### config.mk
export PLATFORM = sky130hd
export DESIGN_NAME = c3bl_cell
export DESIGN_NICKNAME = d
export VERILOG_FILES = /design/src/rtl/conv3x3_box_or_laplacian_core_assert.svh /design/src/rtl/c3bl_pkg.sv /design/src/rtl/c3bl_cell.sv
export SDC_FILE = /design/constraint.sdc
export NUM_CORES = 1
export LEC_CHECK = 0
export BUFFER_PORTS_ARGS = -buffer_cell sky130_fd_sc_hd__clkbuf_2
export CAP_MARGIN = 20
export CORE_MARGIN = 2
export CORE_UTILIZATION = 37
export CTS_CLUSTER_DIAMETER = 30
export DETAILED_ROUTE_END_ITERATION = 10
export PLACE_DENSITY = 0.71
export SLEW_MARGIN = 20
export SYNTH_ARGS = -nofsm -noshare
export SYNTH_HDL_FRONTEND = slang
export SYNTH_SLANG_ARGS = --single-unit
export TNS_END_PERCENT = 1
### constraint.sdc
create_clock -name clk -period 2.9 [get_ports clk]
set_input_delay 0.145 -clock clk [delete_from_list [all_inputs] [get_ports clk]]
set_output_delay 0.145 -clock clk [all_outputs]
set_load 0.02 [all_outputs]
### src/rtl/conv3x3_box_or_laplacian_core_assert.svh
// Assertion macros shared by the convolution core.
`ifndef CONV3X3_BOX_OR_LAPLACIAN_CORE_ASSERT_SVH
`define CONV3X3_BOX_OR_LAPLACIAN_CORE_ASSERT_SVH

// The antecedent and the consequent hold in the same cycle.
`define C3BL_ASSERT_SAME(label, ante, cons) \
  label: assert property (@(posedge clk) disable iff (rst) (ante) |-> (cons)) \
    else $error("c3bl assertion failed");

// The consequent holds in the cycle after the antecedent.
`define C3BL_ASSERT_NEXT(label, ante, cons) \
  label: assert property (@(posedge clk) disable iff (rst) (ante) |=> (cons)) \
    else $error("c3bl assertion failed");

`endif

### src/rtl/c3bl_pkg.sv
// Types and constants shared by the 3x3 convolution core.
package c3bl_pkg;

  localparam int PIX_W      = 8;
  localparam int GEOM_LIMIT = 1024;
  localparam int COL_W      = 10;
  localparam int ROW_W      = 11;
  localparam int GEOM_W     = 11;
  localparam int COLSUM_W   = 10;
  localparam int SUM_W      = 12;
  localparam int PROD_W     = 24;
  localparam int CFG_INDEX_W = 2;

  typedef logic [PIX_W-1:0]  pix_t;
  typedef logic [COL_W-1:0]  col_count_t;
  typedef logic [ROW_W-1:0]  row_count_t;
  typedef logic [GEOM_W-1:0] geom_t;

  typedef struct packed {
    pix_t top;
    pix_t mid;
    pix_t bot;
  } column_t;

  typedef struct packed {
    logic emit;
    logic last;
    logic skip_top;
    logic skip_bottom;
    logic skip_left;
    logic skip_right;
  } pos_info_t;

  localparam logic [CFG_INDEX_W-1:0] REG_KERNEL_MODE  = 2'd0;
  localparam logic [CFG_INDEX_W-1:0] REG_IMAGE_WIDTH  = 2'd1;
  localparam logic [CFG_INDEX_W-1:0] REG_IMAGE_HEIGHT = 2'd2;

  localparam logic MODE_BOX       = 1'b0;
  localparam logic MODE_LAPLACIAN = 1'b1;
  localparam logic OP_PIXEL       = 1'b0;
  localparam logic OP_DRAIN       = 1'b1;

  localparam geom_t WIDTH_RESET  = 11'd512;
  localparam geom_t HEIGHT_RESET = 11'd512;

  localparam logic [SUM_W-1:0] DIV9_RECIP = 12'd3641;
  localparam int               DIV9_SHIFT = 15;

endpackage

### src/rtl/c3bl_cell.sv
// One window column cell: holds three pixels and gives its masked sum.
module c3bl_cell import c3bl_pkg::*; (
  input  logic                clk,
  input  logic                shift,
  input  column_t             col_in,
  input  logic                skip_col,
  input  logic                skip_top,
  input  logic                skip_bottom,
  output column_t             col_out,
  output logic [COLSUM_W-1:0] col_sum
);

  column_t held;

  always_ff @(posedge clk) begin
    if (shift) begin
      held <= col_in;
    end
  end

  always_comb begin
    if (skip_col) begin
      col_sum = '0;
    end else begin
      col_sum = (skip_top ? 10'd0 : COLSUM_W'(held.top)) + COLSUM_W'(held.mid)
              + (skip_bottom ? 10'd0 : COLSUM_W'(held.bot));
    end
  end

  assign col_out = held;

endmodule

* After elaboration in Yosys (flattened, before gate mapping)
Cells that the tools add are included.
** Operators by class
- Add/sub/neg operators :: 2
- Muxes and demuxes :: 3
** Operators by type and width (count)
- $mux 8 :: 2
- $add 9x8->10 :: 1
- $mux 10 :: 1
- $add 8x8->9 :: 1
** Word-level totals
- Bits in registers :: 24
- Output and inout bits :: 34
- Input bits :: 29
- Logic and storage cells :: 8

* Depth between registers and ports, before layout
- Depth after elaboration :: 4
- Mapped depth :: 9
- Gate-level depth less buffers :: 9

* Worst setup path before layout
Ideal clock, no wire load.
- Path kind :: register -> output
- From :: reg held, in the netlist col_out[9]
- To :: out col_sum[7]
- Path buffers :: 0
- Arrival time :: 2598 ps
- Required time :: 2755 ps
- Setup slack :: 157 ps
- Cell stages (with the launch flop) :: 9
- Cells stage by stage :: edfxtp_1 > inv_1 > fa_1 > inv_1 > ha_1 > fa_1 > a21oi_1 > o21ai_2 > o311ai_1
** Between the ends
- Word-level cells in the longest chain between the ends :: 3
** RTL lines
- from (decl) :: line c3bl_cell.sv:13 : column_t held;
- from (signal assigned) :: line c3bl_cell.sv:17 : held <= col_in;
- $add 8x8->9 :: line c3bl_cell.sv:25 : col_sum = (skip_top ? 10'd0 : COLSUM_W'(held.top)) + COLSUM_W'(held.mid)
- $add 9x8->10 :: line c3bl_cell.sv:26 : + (skip_bottom ? 10'd0 : COLSUM_W'(held.bot));
- $mux 10 :: line c3bl_cell.sv:22 : if (skip_col) begin
- to (decl) :: line c3bl_cell.sv:10 : output logic [COLSUM_W-1:0] col_sum
Every way passes these cells.

* Final worst setup path
- From :: reg held, in the netlist col_out[17]
- To :: out col_sum[9]
** Between the ends
- Word-level cells in the longest chain between the ends :: 4
** RTL lines (line)
- $mux 8 :: c3bl_cell.sv:25
- $add 8x8->9 :: c3bl_cell.sv:25
- $add 9x8->10 :: c3bl_cell.sv:26
- $mux 10 :: c3bl_cell.sv:22
Every way passes these cells.

==> flow_summary.json <==
{
  "clockBufferDepth": 2,
  "synth_area_um2": 1360,
  "largest_register_ffs": 24,
  "syn_inst": 101,
  "dp_hpwl_um": 2180,
  "worstPathRequired_ns": 2.76,
  "ios": 63,
  "whs_path_depth": 1,
  "crit_chain": "nand2b_1 -> fa_1 -> inv_1 -> ha_2 -> fa_2 -> a21oi_2 -> o21ai_2 -> a211oi_2 -> nor3_1 -> clkbuf_2",
  "io_buffers": 62,
  "fin_tns_setup_ns": 0,
  "synth.yosys.seq_area_share": 0.531,
  "cp-end-kind": "output port",
  "drtIter0Drc": 44,
  "power_density_nw_per_um2": 492,
  "rows": 21,
  "final_hold_viol_count": 0,
  "yosys.area.top_type": "edfxtp_1",
  "drive_gt1_frac": 0.407,
  "grt_pass1_vias": 962,
  "placedCellCount": 208,
  "yosysTopAreaCellShare": 0.531,
  "dieArea_um2": 4170,
  "pre_cts_slack_ns": 0.289,
  "syn2layout_area_growth_pct": 47.2,
  "yosysMostFrequentCell": "edfxtp_1",
  "max_stage_delay_ns": 0.50,
  "wl_per_cell_um": 12.9,
  "path_class": "reg2out",
  "core_um2": 3420,
  "grt_pass1_wl_um": 4200,
  "max_cap_viol_count": 0,
  "rsz0062_at_grt": "false",
  "stdcell_count": 235,
  "status": "finished clean",
  "p_leak_uw": 0.000888,
  "tritoncts": "built",
  "crit_slowest_cell": "fa_1",
  "grt_max_degree": 25,
  "arrival_ns": 2.61,
  "synth_common_cells": "edfxtp_1, nor2b_1, fa_1",
  "netlist-cell-type-count": 26,
  "die_w_um": 64.5,
  "antenna_left": 0,
  "vias": 1069,
  "slew-limit-headroom": 0.618,
  "numCtsBuffers": 3,
  "vias_per_cell": 4.55,
  "crit_path_max_fanout": 3,
  "period_share": 0.951,
  "nets": 235,
  "grt_usage": 0.129,
  "hold_start": "col_in[4]",
  "yosys_warnings": 0,
  "seqCellArea_um2": 721,
  "cts.sinks": 24,
  "cp-start-kind": "flop",
  "start_util": 0.397,
  "wl_um": 3030,
  "root_buffer": "clkbuf_4",
  "fin_ws_ns": 0.141,
  "peakVddDrop_mv": 0.322,
  "synthFlopType": "edfxtp_1",
  "multi_input_area_um2": 629,
  "setup_viol": 0,
  "antenna_found_initial": 0,
  "grt-ovfl-total": 0,
  "worstMarginPinSlew_ns": 0.573,
  "dr.pass1.iters": 4,
  "synth.avg_cell_area_um2": 13.4,
  "synth-edff-count": 24,
  "synthesis.nets": 146,
  "clk_pin_slew_ns": 0.12,
  "cts-htree-levels": 1,
  "drv_slew": 0,
  "drcViolationCount": 0,
  "max_freq_mhz": 362,
  "hold_end": "col_out[4]",
  "fillers": 293,
  "gp_congestion": 0.775,
  "async_flop_share": 0,
  "die-height_um": 64.5,
  "ys_seq_elements": 24,
  "hp-class": "in2reg",
  "synthTopCellsByArea": "edfxtp_1, fa_1, nor2b_1, ha_1, nand2b_1",
  "antenna_cells": 0,
  "fin_crit_ns": 2.76
}
-- power by group --
group          internal [uW]  switching [uW]
clock                   50.2            92.2
sequential               413            16.8
combinational            175             234
-- kinds of logic (layout without fill, tap and decap cells) --
family	count (synthesis)	after routing	synth area share
adder cells (fa/ha/maj)	16	16	0.197
AND/OR/NAND/NOR	36	36	0.151
AO/OA/AOI/OAI	14	14	0.0729
multiplexers	1	1	0.00738
buffers and inverters	7	95	0.0203
XOR/XNOR	3	3	0.0194
flip-flops	24	24	0.531
-- what timing repair did --
item,in CTS,in global routing
resized for setup,0,9
hold buffers,0,22
setup endpoints to repair,0,4
buffers inserted,0,1
hold endpoints to repair,0,22
-- placed cells by master (no fill, tap or decap) --
cell type      Yosys  final
clkbuf_2           0     60
edfxtp_1          24     24
dlygate4sd3_1      0     22
nor2b_1           15     15
fa_1               9      8
inv_1              6      6
nand2b_1           6      6
ha_1               7      6
a21oi_2            2      5
nor2_1             5      5
nand2_1            3      3
xnor2_1            3      3
clkbuf_4           0      3
nand3_1            2      2
a21o_1             2      2
buf_4              0      2
or2_2              1      1
nand2_2            1      1
a21oi_1            4      1
o21ai_1            1      1
mux2i_1            1      1
o21ai_2            1      1
or3b_1             1      1
o31a_1             1      1
nor3b_1            1      1
o311ai_1           1      1
o21bai_1           1      1
a211oi_2           0      1
nor3_1             1      1
fa_2               0      1
ha_2               0      1
clkinv_1           0      1
buf_2              1      1
-- metrics by stage --
| stage | hold WS, ns | utilization | power [uW] | instance area, um^2 |
|---|---|---|---|---|
| 2_1_floorplan | 0.244 | - | 688 | 1360 |
| 3_3_place_gp | 0.322 | 0.503 | 798 | 1720 |
| 3_5_place_dp | 0.324 | 0.503 | 804 | 1720 |
| 4_1_cts | 0.00126 | 0.511 | 942 | 1750 |
| 5_1_grt | -0.00622 | 0.585 | 1040 | 2000 |
| 6_report | 0.00561 | 0.585 | 982 | 2000 |
-- critical path: cells and delay by family (launching register included) --
family / cells / cell delay (ns)
AND/OR/NAND/NOR: 2 / 0.16
buffers and inverters: 2 / 0.20
flip-flops: 1 / 0.39
AO/OA/AOI/OAI: 3 / 0.51
adder cells (fa/ha/maj): 3 / 1.05
-- how the worst max path moves through the flow --
stage | start | endpoint | cells past startpoint
after global placement | skip_top | col_sum[7] | 10
after floorplan | col_out[9] | col_sum[7] | 8
after CTS | col_out[17] | col_sum[7] | 9
final | col_out[17] | col_sum[9] | 10
after global routing | col_out[19] | col_sum[8] | 8
after detailed placement | skip_top | col_sum[7] | 10
-- area by class of cell --
cell class | instances | area share
Multi-Input combinational cell | 70 | 0.315
Tap cell | 46 | 0.0288
Clock inverter | 1 | 0.00188
Clock buffer | 3 | 0.0113
Inverter | 6 | 0.0113
Sequential cell | 24 | 0.361
Timing Repair Buffer | 85 | 0.271
-- routing by layer --
metal / wire (um) / global-route usage
met4: 22 / 0.0479
met5: 0 / 0
met1: 1210 / 0.176
met3: 190 / 0.0260
met2: 1600 / 0.204
(Power assumes the default switching activity.)
